--- src/design/bia_pkg.sv ---
// Shared types, constants and helpers for the bump item allocator.
package bia_pkg;

	localparam int MAX_ITEMS = 1024;
	localparam int MAX_BATCH = 16;
	localparam int ID_W      = $clog2(MAX_ITEMS);
	localparam int CNT_W     = $clog2(MAX_ITEMS + 1);
	localparam int BATCH_W   = 5;
	localparam int OP_W      = 2;
	localparam int STATUS_W  = 3;
	localparam int CFG_IDX_W = 2;

	localparam logic [CNT_W-1:0]   CAP_MAX   = CNT_W'(MAX_ITEMS);
	localparam logic [BATCH_W-1:0] BATCH_MAX = BATCH_W'(MAX_BATCH);

	localparam logic [OP_W-1:0] OP_ALLOC = 2'd0;
	localparam logic [OP_W-1:0] OP_FREE  = 2'd1;
	localparam logic [OP_W-1:0] OP_CLEAR = 2'd2;

	localparam logic [STATUS_W-1:0] ST_OK       = 3'd0;
	localparam logic [STATUS_W-1:0] ST_NO_SPACE = 3'd1;
	localparam logic [STATUS_W-1:0] ST_RESERVED = 3'd2;
	localparam logic [STATUS_W-1:0] ST_DOUBLE   = 3'd3;
	localparam logic [STATUS_W-1:0] ST_RANGE    = 3'd4;

	localparam logic [CFG_IDX_W-1:0] REG_CAPACITY = 2'd0;
	localparam logic [CFG_IDX_W-1:0] REG_RESERVED = 2'd1;

	typedef struct packed {
		logic [CNT_W-1:0] eff_cap;
		logic [CNT_W-1:0] eff_res;
		logic [CNT_W-1:0] span;
	} cfg_eff_t;

	function automatic logic [CNT_W-1:0] sub_floor(input logic [CNT_W-1:0] a,
		input logic [CNT_W-1:0] b);
		return (a > b) ? (a - b) : '0;
	endfunction

endpackage

--- src/design/bia_mark_ram.sv ---
// Allocated-mark memory, one bit per item, one write and one registered read port.
module bia_mark_ram (
	input  logic                    clk,
	input  logic                    we,
	input  logic [bia_pkg::ID_W-1:0] waddr,
	input  logic                    wdata,
	input  logic                    re,
	input  logic [bia_pkg::ID_W-1:0] raddr,
	output logic                    rdata
);
	import bia_pkg::*;

	logic mem [MAX_ITEMS];

	always_ff @(posedge clk) begin
		if (we) begin
			mem[waddr] <= wdata;
		end
		if (re) begin
			rdata <= mem[raddr];
		end
	end

endmodule

--- src/design/bia_cfg.sv ---
// Configuration registers and the clamped capacity and reserved counts.
module bia_cfg (
	input  logic                         clk,
	input  logic                         arst_n,
	input  logic                         wr_en,
	input  logic [bia_pkg::CFG_IDX_W-1:0] wr_index,
	input  logic [bia_pkg::CNT_W-1:0]     wr_data,
	output bia_pkg::cfg_eff_t             eff
);
	import bia_pkg::*;

	logic [CNT_W-1:0] capacity_q;
	logic [CNT_W-1:0] reserved_q;
	logic [CNT_W-1:0] cap_c;
	logic [CNT_W-1:0] res_c;

	always_ff @(posedge clk or negedge arst_n) begin
		if (!arst_n) begin
			capacity_q <= CAP_MAX;
			reserved_q <= '0;
		end else if (wr_en) begin
			case (wr_index)
				REG_CAPACITY: capacity_q <= wr_data;
				REG_RESERVED: reserved_q <= wr_data;
				default: ;
			endcase
		end
	end

	always_comb begin
		cap_c       = (capacity_q > CAP_MAX) ? CAP_MAX : capacity_q;
		res_c       = (reserved_q > cap_c) ? cap_c : reserved_q;
		eff.eff_cap = cap_c;
		eff.eff_res = res_c;
		eff.span    = cap_c - res_c;
	end

endmodule

--- src/design/bump_item_allocator_core.sv ---
// Top level: request sequencer, counters and result register of the bump item allocator.
//
//  channel | handshake             | payload
//  --------+-----------------------+-------------------------------------------------
//  req     | req_valid / req_stall | operation, count, item_index
//  rsp     | rsp_valid / rsp_stall | status, item_id, last, free_total, free_at_end,
//          |                       | is_empty
//  cfg     | cfg_valid / cfg_ready | cfg_index, cfg_data
//
// Clear and unknown requests answer from idle; a free waits for the mark memory read.
// A valid allocation of n items gives n beats, one per cycle while rsp is not stalled.
// After reset a sweep clears the whole mark memory; req_stall stays high meanwhile.
// A stalled rsp beat holds the result register and halts the sequencer.
module bump_item_allocator_core (
	input  logic                          clk,
	input  logic                          arst_n,
	input  logic                          req_valid,
	output logic                          req_stall,
	input  logic [bia_pkg::OP_W-1:0]       operation,
	input  logic [bia_pkg::BATCH_W-1:0]    count,
	input  logic [bia_pkg::ID_W-1:0]       item_index,
	output logic                          rsp_valid,
	input  logic                          rsp_stall,
	output logic [bia_pkg::STATUS_W-1:0]   status,
	output logic [bia_pkg::ID_W-1:0]       item_id,
	output logic                          last,
	output logic [bia_pkg::CNT_W-1:0]      free_total,
	output logic [bia_pkg::CNT_W-1:0]      free_at_end,
	output logic                          is_empty,
	input  logic                          cfg_valid,
	output logic                          cfg_ready,
	input  logic [bia_pkg::CFG_IDX_W-1:0]  cfg_index,
	input  logic [bia_pkg::CNT_W-1:0]      cfg_data
);
	import bia_pkg::*;

	localparam logic [1:0] S_INIT  = 2'd0;
	localparam logic [1:0] S_IDLE  = 2'd1;
	localparam logic [1:0] S_ALLOC = 2'd2;
	localparam logic [1:0] S_FREE  = 2'd3;

	cfg_eff_t eff;

	logic [1:0]          state_q, state_d;
	logic [ID_W-1:0]     sweep_q;
	logic [CNT_W-1:0]    bump_q, bump_d;
	logic [CNT_W-1:0]    live_q, live_d;
	logic [ID_W-1:0]     next_id_q, next_id_d;
	logic [BATCH_W-1:0]  remain_q, remain_d;
	logic [ID_W-1:0]     free_idx_s1;

	logic                rsp_valid_q;
	logic [STATUS_W-1:0] status_q;
	logic [ID_W-1:0]     item_id_q;
	logic                last_q;
	logic [CNT_W-1:0]    free_total_q;
	logic [CNT_W-1:0]    free_at_end_q;
	logic                is_empty_q;

	logic                slot_free;
	logic                accept;
	logic                emit;
	logic [STATUS_W-1:0] emit_status;
	logic [ID_W-1:0]     emit_id;
	logic                emit_last;
	logic [CNT_W-1:0]    avail_end_c;
	logic [CNT_W-1:0]    base_c;
	logic                bad_alloc;
	logic                mark_we;
	logic [ID_W-1:0]     mark_waddr;
	logic                mark_wdata;
	logic                mark_re;
	logic                mark_rdata;

	bia_cfg u_cfg (
		.clk      (clk),
		.arst_n   (arst_n),
		.wr_en    (cfg_valid),
		.wr_index (cfg_index),
		.wr_data  (cfg_data),
		.eff      (eff)
	);

	bia_mark_ram u_mark (
		.clk   (clk),
		.we    (mark_we),
		.waddr (mark_waddr),
		.wdata (mark_wdata),
		.re    (mark_re),
		.raddr (item_index),
		.rdata (mark_rdata)
	);

	assign cfg_ready = 1'b1;
	assign slot_free = !rsp_valid_q || !rsp_stall;
	assign req_stall = !((state_q == S_IDLE) && slot_free);
	assign accept    = req_valid && !req_stall;
	assign mark_re   = accept && (operation == OP_FREE);

	assign avail_end_c = sub_floor(eff.span, bump_q);
	assign base_c      = eff.eff_res + bump_q;
	assign bad_alloc   = (count == '0) || (count > BATCH_MAX)
		|| ({{(CNT_W-BATCH_W){1'b0}}, count} > avail_end_c);

	always_comb begin
		state_d     = state_q;
		bump_d      = bump_q;
		live_d      = live_q;
		next_id_d   = next_id_q;
		remain_d    = remain_q;
		emit        = 1'b0;
		emit_status = ST_OK;
		emit_id     = '0;
		emit_last   = 1'b1;
		mark_we     = 1'b0;
		mark_waddr  = sweep_q;
		mark_wdata  = 1'b0;
		case (state_q)
			S_INIT: begin
				mark_we = 1'b1;
				if (sweep_q == ID_W'(MAX_ITEMS - 1)) begin
					state_d = S_IDLE;
				end
			end
			S_IDLE: begin
				if (accept) begin
					case (operation)
						OP_ALLOC: begin
							emit = 1'b1;
							if (bad_alloc) begin
								emit_status = ST_NO_SPACE;
							end else begin
								emit_id    = base_c[ID_W-1:0];
								emit_last  = (count == BATCH_W'(1));
								mark_we    = 1'b1;
								mark_waddr = base_c[ID_W-1:0];
								mark_wdata = 1'b1;
								bump_d     = bump_q + {{(CNT_W-BATCH_W){1'b0}}, count};
								live_d     = live_q + {{(CNT_W-BATCH_W){1'b0}}, count};
								next_id_d  = base_c[ID_W-1:0] + ID_W'(1);
								remain_d   = count - BATCH_W'(1);
								if (count != BATCH_W'(1)) begin
									state_d = S_ALLOC;
								end
							end
						end
						OP_FREE: begin
							state_d = S_FREE;
						end
						OP_CLEAR: begin
							emit   = 1'b1;
							bump_d = '0;
							live_d = '0;
						end
						default: begin
							emit = 1'b1;
						end
					endcase
				end
			end
			S_ALLOC: begin
				if (slot_free) begin
					emit       = 1'b1;
					emit_id    = next_id_q;
					emit_last  = (remain_q == BATCH_W'(1));
					mark_we    = 1'b1;
					mark_waddr = next_id_q;
					mark_wdata = 1'b1;
					next_id_d  = next_id_q + ID_W'(1);
					remain_d   = remain_q - BATCH_W'(1);
					if (remain_q == BATCH_W'(1)) begin
						state_d = S_IDLE;
					end
				end
			end
			S_FREE: begin
				if (slot_free) begin
					emit    = 1'b1;
					state_d = S_IDLE;
					if ({1'b0, free_idx_s1} >= eff.eff_cap) begin
						emit_status = ST_RANGE;
					end else if (mark_rdata) begin
						mark_we    = 1'b1;
						mark_waddr = free_idx_s1;
						mark_wdata = 1'b0;
						if (live_q != '0) begin
							live_d = live_q - CNT_W'(1);
						end
					end else if ({1'b0, free_idx_s1} < eff.eff_res) begin
						emit_status = ST_RESERVED;
					end else begin
						emit_status = ST_DOUBLE;
					end
				end
			end
			default: begin
				state_d = S_IDLE;
			end
		endcase
	end

	always_ff @(posedge clk or negedge arst_n) begin
		if (!arst_n) begin
			state_q     <= S_INIT;
			sweep_q     <= '0;
			bump_q      <= '0;
			live_q      <= '0;
			remain_q    <= '0;
			rsp_valid_q <= 1'b0;
		end else begin
			state_q  <= state_d;
			bump_q   <= bump_d;
			live_q   <= live_d;
			remain_q <= remain_d;
			if (state_q == S_INIT) begin
				sweep_q <= sweep_q + ID_W'(1);
			end
			if (emit) begin
				rsp_valid_q <= 1'b1;
			end else if (!rsp_stall) begin
				rsp_valid_q <= 1'b0;
			end
		end
	end

	always_ff @(posedge clk) begin
		next_id_q <= next_id_d;
		if (mark_re) begin
			free_idx_s1 <= item_index;
		end
		if (emit) begin
			status_q      <= emit_status;
			item_id_q     <= emit_id;
			last_q        <= emit_last;
			free_total_q  <= sub_floor(eff.span, live_d);
			free_at_end_q <= sub_floor(eff.span, bump_d);
			is_empty_q    <= (live_d == '0);
		end
	end

	assign rsp_valid   = rsp_valid_q;
	assign status      = status_q;
	assign item_id     = item_id_q;
	assign last        = last_q;
	assign free_total  = free_total_q;
	assign free_at_end = free_at_end_q;
	assign is_empty    = is_empty_q;

`ifndef SYNTH
	a_live_le_bump: assert property (@(posedge clk) disable iff (!arst_n)
		live_q <= bump_q)
		else $error("live count exceeds bump offset");

	a_bump_bound: assert property (@(posedge clk) disable iff (!arst_n)
		bump_q <= CAP_MAX)
		else $error("bump offset past store size");

	a_free_reads: assert property (@(posedge clk) disable iff (!arst_n)
		accept && (operation == OP_FREE) |=> (state_q == S_FREE) && !rsp_valid_q)
		else $error("free request did not wait for mark read");

	a_alloc_not_last: assert property (@(posedge clk) disable iff (!arst_n)
		rsp_valid_q && (state_q == S_ALLOC) |-> !last_q)
		else $error("last beat shown while batch still running");
`endif

endmodule

--- config.mk ---
export PLATFORM = sky130hd
export DESIGN_NAME = bump_item_allocator_core
export DESIGN_NICKNAME = d
export VERILOG_FILES = /design/src/design/bia_pkg.sv /design/src/design/bia_mark_ram.sv /design/src/design/bia_cfg.sv /design/src/design/bump_item_allocator_core.sv
export SDC_FILE = /design/constraint.sdc
export NUM_CORES = 2
export LEC_CHECK = 0
export BUFFER_PORTS_ARGS = -buffer_cell sky130_fd_sc_hd__buf_4
export CORE_ASPECT_RATIO = 2
export CORE_MARGIN = 5
export CORE_UTILIZATION = 60
export CTS_CLUSTER_DIAMETER = 200
export CTS_CLUSTER_SIZE = 25
export DETAILED_ROUTE_END_ITERATION = 6
export PLACE_DENSITY = 0.73
export SYNTH_ARGS = -nofsm -noshare
export SYNTH_HDL_FRONTEND = slang
export SYNTH_SLANG_ARGS = --single-unit
--- constraint.sdc ---
create_clock -name clk -period 71.9 [get_ports clk]
set_input_delay 14.38 -clock clk [delete_from_list [all_inputs] [get_ports clk]]
set_output_delay 14.38 -clock clk [all_outputs]
set_load 0.05 [all_outputs]
# Word-level counts from Yosys, hierarchy flattened
# Memories as Yosys holds them, arrays and structs flattened. A register that Yosys moved wholly into a read port is not among the register bits.
# Index checks and enable logic that the tools add are counted.
[totals] inputBits=35 out_inout_bits=40 n_memories=1 ff_bits=119 ramBits=1024
[op_classes] reduce_logical=21 addsub=13 n_eq_ne=21 magnitude_cmp=9 n_mux=76
[memory_table] name="u_mark.mem" words=1024 width=1 read_ports=1 rd_clocked_by_memory_dff=1 wr=1 line="bia_mark_ram.sv:13" text="logic mem [MAX_ITEMS];"
[op_table] op="$mux 10" count=15
[op_table] op="$mux 11" count=12
[op_table] op="$pmux 11 s2" count=3
[op_table] op="$gt 11x11->1" count=4
[op_table] op="$sub 11x11->11" count=4
[op_table] op="$pmux 10 s2" count=2
[op_table] op="$add 10x1->10 const B" count=3
[op_table] op="$pmux 10 s3" count=1
[op_table] op="$add 11x5->11" count=2
[op_table] op="$mux 1" count=21
[op_table] op="$mux 5" count=4
[op_table] op="$mux 2" count=8
[op_table] op="$ne 2x2->1 const B" count=6
[op_table] op="$ge 10x11->1" count=1
[op_table] op="$gt 11x11->1 const B" count=1
[op_table] op="$gt 5x11->1" count=1
[op_table] op="$logic_not 11->1" count=1
[op_table] op="$lt 10x11->1" count=1
[op_table] op="$reduce_bool 11->1" count=1
[op_table] op="$sub 11x1->11 const B" count=1
[op_table] op="$add 10x10->10" count=1
[op_table] op="$eq 10x10->1 const B" count=1
[op_table] op="$eq 5x1->1 const B" count=2
[op_table] op="$pmux 5 s2" count=1
[op_table] op="24 further kinds" count=43

# Longest topological paths before layout
[depth] ltp_word=15 mapped_depth=50 depth_no_buf=46

# Hierarchy
# Synthesis repeated with hierarchy kept, for this count alone.
[hier_totals] cells_unflattened=4201 hier_area_um2=54648.7
[by_module_without_submodules] mod="bia_mark_ram" cells_each=3112 instances=1 seq_area_each_um2=30779.5 area_per_inst_um2=44666.6
[by_module_without_submodules] mod="bump_item_allocator_core" cells_each=902 instances=1 seq_area_each_um2=2712.6 area_per_inst_um2=8069.0
[by_module_without_submodules] mod="bia_cfg" cells_each=187 instances=1 seq_area_each_um2=551.8 area_per_inst_um2=1913.1

# Worst setup path after synthesis
# OpenSTA, ideal clock, no wires.
[synth_path] kind="input -> register" start="input port count[2] in the netlist's numbering" end="memory u_mark.mem[0] (data pin)" slack_ns=40.212 stages=10 setup_time_ns=2.800 t_required_ns=69.100 t_arrival_ns=28.888 cell_sequence="ha_1 > o21ai_0 > a21oi_1 > o31a_1 > and3_1 > a21oi_1 > buf_2 > clkbuf_1 > clkbuf_1 > o21a_1"
[synth_between] elab_chain_len=7
[synth_lines] element="start, declared" line="bump_item_allocator_core.sv:20" text="input logic [bia_pkg::BATCH_W-1:0] count,"
[synth_lines] element="branches (longest 2 deep; another with $gt 5x11->1)"
[synth_lines] element="$logic_or 1x1->1 (*)" line="bump_item_allocator_core.sv:103" text="|| ({{(CNT_W-BATCH_W){1'b0}}, count} > avail_end_c);"
[synth_lines] element="$mux 1 (*)" line="bump_item_allocator_core.sv:130" text="if (bad_alloc) begin"
[synth_lines] element="$mux 1 (*)" line="bump_item_allocator_core.sv:127" text="case (operation)"
[synth_lines] element="$mux 1 (*)" line="bump_item_allocator_core.sv:126" text="if (accept) begin"
[synth_lines] element="$pmux 1 s2 (*)" line="bump_item_allocator_core.sv:118" text="case (state_q)"
[synth_lines] element="via mark_wdata" line="bump_item_allocator_core.sv:71" text="logic mark_wdata;"
[synth_lines] element="end, declared" line="bia_mark_ram.sv:13"
# Mark *: on every way through the listed nets, which the timed path passes.

# Worst setup path after layout
[layout_path] start="input port rsp_stall" end="output port req_stall"
[layout_between] elab_chain_len=4
[layout_lines] element="start, declared" line="bump_item_allocator_core.sv:23" text="input logic rsp_stall,"
[layout_lines] element="$logic_not 1->1"
[layout_lines] element="$logic_or 1x1->1" line="bump_item_allocator_core.sv:95" text="assign slot_free = !rsp_valid_q || !rsp_stall;"
[layout_lines] element="$logic_and 1x1->1" line="bump_item_allocator_core.sv:96" text="assign req_stall = !((state_q == S_IDLE) && slot_free);"
[layout_lines] element="$logic_not 1->1" line="bump_item_allocator_core.sv:96"
[layout_lines] element="end, declared" line="bump_item_allocator_core.sv:18" text="output logic req_stall,"
# Every way passes these cells.

==> flow_metrics.py <==
metrics = {
    "clock_network": {
        "postCtsSetupRepairBufs": 0,
        "cts_tree": "yes",
        "root_buffer": "clkbuf_16",
        "clk_pin_slew_worst_paths_ns": 0.10,
        "clock_sinks": 1144,
        "clockBufferDepth": 3,
        "clk_latency_ns": 0.68,
        "ctsResizeCount": 0,
        "hold_buffers": 0,
        "cts_buffers": 51,
        "htreeDepth": 2,
    },
    "cells_and_area": {
        "drive_gt1_share_pct": 16.52,
        "layout_common_cells": "edfxtp_1, nor2_1, mux4_2, buf_4, ha_1",
        "finalNetCount": 3953,
        "instances_no_fill": 5011,
        "fin_util_pct": 63.55,
        "fin_area_um2": 57310,
        "nFillCells": 6651,
        "syn_to_final_growth_pct": 5.610,
        "layout_commonest_cell": "edfxtp_1",
    },
    "synthesis": {
        "synth_flop_cell": "edfxtp_1",
        "synth_edf_count": 1082,
        "synthArstFlopShare_pct": 5.420,
        "yosysWarningCount": 0,
        "syn_area_per_cell_um2": 13.88,
        "syn_area_um2": 54260,
        "ys_top_cells_by_area": "edfxtp_1, mux4_2, nor2_1",
        "synth.largest_area_cell": "edfxtp_1",
        "syn_inst": 3910,
        "yosysSeqAreaShare_pct": 62.74,
        "syn_nets": 4061,
        "synth_top_cell_area_share_pct": 59.88,
        "synth_cell_types": 82,
        "synth_seq_cells": 1144,
    },
    "place": {
        "place_inst": 4934,
        "dpl.hpwl_mm": 87.51,
        "portBuffers": 73,
        "pre_cts_slack_ns": 42.19,
        "gp_congestion": 0.9995,
        "placed_area_um2": 55890,
    },
    "setup_path": {
        "endpoint_kind": "output pin",
        "worstSetupPathType": "in -> out",
        "critPathArrivalTime_ns": 15.34,
        "crit_chain": "buf_4, nand2_1, nand2_1, buf_4",
        "cp_slowest_cell": "nand2_1",
        "cp-start-kind": "input pin",
        "reg2reg_slack_ns": 59.43,
        "cp_top_family": "simple AND/OR/NAND/NOR gates",
        "cp.buffers_inverters": 2,
        "cp_slowest_stage_delay_ns": 0.48,
        "critPathRequiredTime_ns": 57.52,
        "path_max_fanout": 15,
    },
    "detailed_routing": {
        "firstDrtPassIters": 6,
        "wl_mm": 146.5,
        "drc": 0,
        "via_per_inst": 6.674,
        "drt_iter0_drc": 3998,
        "ant_nets": 0,
        "vias": 33442,
        "routedWlPerCell_um": 29.23,
    },
    "power": {
        "p_leak_nw": 17.97,
        "total_power_mw": 2.086,
        "ir_drop_uv": 46.86,
        "power_density_nw_per_um2": 36.39,
    },
    "sta": {
        "rsz0062_at_grt": "false",
        "whs_ns": 0.5089,
        "fin_crit_ns": 29.72,
        "worst_slack_ns": 42.18,
        "fin_skew_ns": 0.03269,
        "hold_viol": 0,
        "tightest_slew_ns": 1.307,
        "max_freq_ghz": 0.03365,
        "max_slew_margin_pct": 12.89,
        "finalSetupViolCount": 0,
        "drv_slew": 0,
        "min_period_over_period_pct": 41.33,
        "tns_ns": 0,
    },
    "run_status": {
        "status": "complete, no violations",
    },
    "global_routing": {
        "grt_start_max_net_pins": 320,
        "grt_use_total_pct": 29.86,
        "antenna_found_initial": 1,
        "grt-ovfl-total": 0,
        "grt_first_pass_wirelength_mm": 213.7,
        "grt_pass1_vias": 33442,
    },
    "flow_run": {
        "cap_violations": 0,
    },
    "worst_hold_path": {
        "hold_class": "reg -> reg",
    },
    "floorplan": {
        "rows": 156,
        "io_pins": 75,
        "die_x_um": 222.7,
        "start_util_pct": 60.17,
        "die_h_um": 435.3,
        "die_area_um2": 96920,
        "coreArea_um2": 90180,
    },
}
-- final timing paths --
path / cells past startpoint / startpoint / end
setup / recovery: 4 / rsp_stall / req_stall
hold / removal: 1 / u_cfg.capacity_q[6] / u_cfg.capacity_q[6]
setup reg to reg: 37 / u_cfg.capacity_q[10] / u_mark.mem[890]
hold reg to reg: 1 / u_cfg.capacity_q[6] / u_cfg.capacity_q[6]
max in group asynchronous: 1 / arst_n / u_cfg.reserved_q[6]
min in group asynchronous: 1 / arst_n / remain_q[3]
-- Yosys cell counts, types with 6 or more instances --
library cell / count
xor2_1: 19
buf_1: 27
o211ai_1: 19
a21oi_1: 61
xnor2_1: 40
a211oi_1: 14
o21a_1: 11
nand4_1: 40
nor3b_1: 7
nor4_1: 27
nor3_1: 77
a21boi_0: 13
nor2_1: 1060
a22oi_1: 9
edfxtp_1: 1082
clkbuf_1: 209
mux4_2: 337
buf_2: 85
and3_1: 10
a221oi_1: 12
or2_2: 6
and2_1: 9
dfrtp_1: 61
o2111ai_1: 7
a221o_1: 7
ha_1: 109
nand2_1: 94
nand3_1: 61
o21bai_1: 10
a21o_1: 20
mux2i_1: 20
nor2b_1: 26
mux2_2: 37
a31oi_1: 8
o21ai_0: 64
fa_1: 7
inv_1: 102
a22o_1: 10
nand2b_1: 9
-- per-layer routing --
layer,track usage (%),wire length (um),vias up
met1,33.54,46110,17149
met5,0,0,-
met3,3.586,10630,401
met4,18.29,11690,0
li1,-,-,14254
met2,53.98,78050,1638
-- layout make-up --
cell class	count	area (um2)	share of cell area, %
diodes	1	2.502	0.004367
clock buffers	75	1409	2.458
clock inverters	1	8.758	0.01528
inverters	104	390.4	0.6812
multi-input cells	2340	18720	32.66
flip-flops and latches	1144	34040	59.41
well taps	1185	1483	2.587
repair buffers	161	1252	2.185
-- registers in the layout, summed over array words and instances (netlist names), 2 cells and up --
name and count:
remain_q 5, free_idx_s1 10, status 3, free_total 11, state_q 2, u_cfg.reserved_q 11
next_id_q 10, live_q 11, sweep_q 10, bump_q 11, free_at_end 11, u_cfg.capacity_q 11
item_id 10, u_mark.mem 1024
-- logic make-up after synthesis --
kind of cell,synth area share [%]
and+or+nand+nor,11.17
xor gates and xnor gates,0.9523
muxes,15.12
other,0.006911
AOI/OAI and AO/OA,4.086
DFF,62.74
adders and majority gates,2.772
buffers and inverters,3.150
-- power breakdown --
part,total (mW),internal [mW],switching [mW],leakage (nW)
clock,0.334,0.137,0.197,0.683
sequential,0.860,0.837,0.0233,10.8
combinational,0.892,0.255,0.637,6.51
Note: power is estimated with default switching activity, not from simulation.
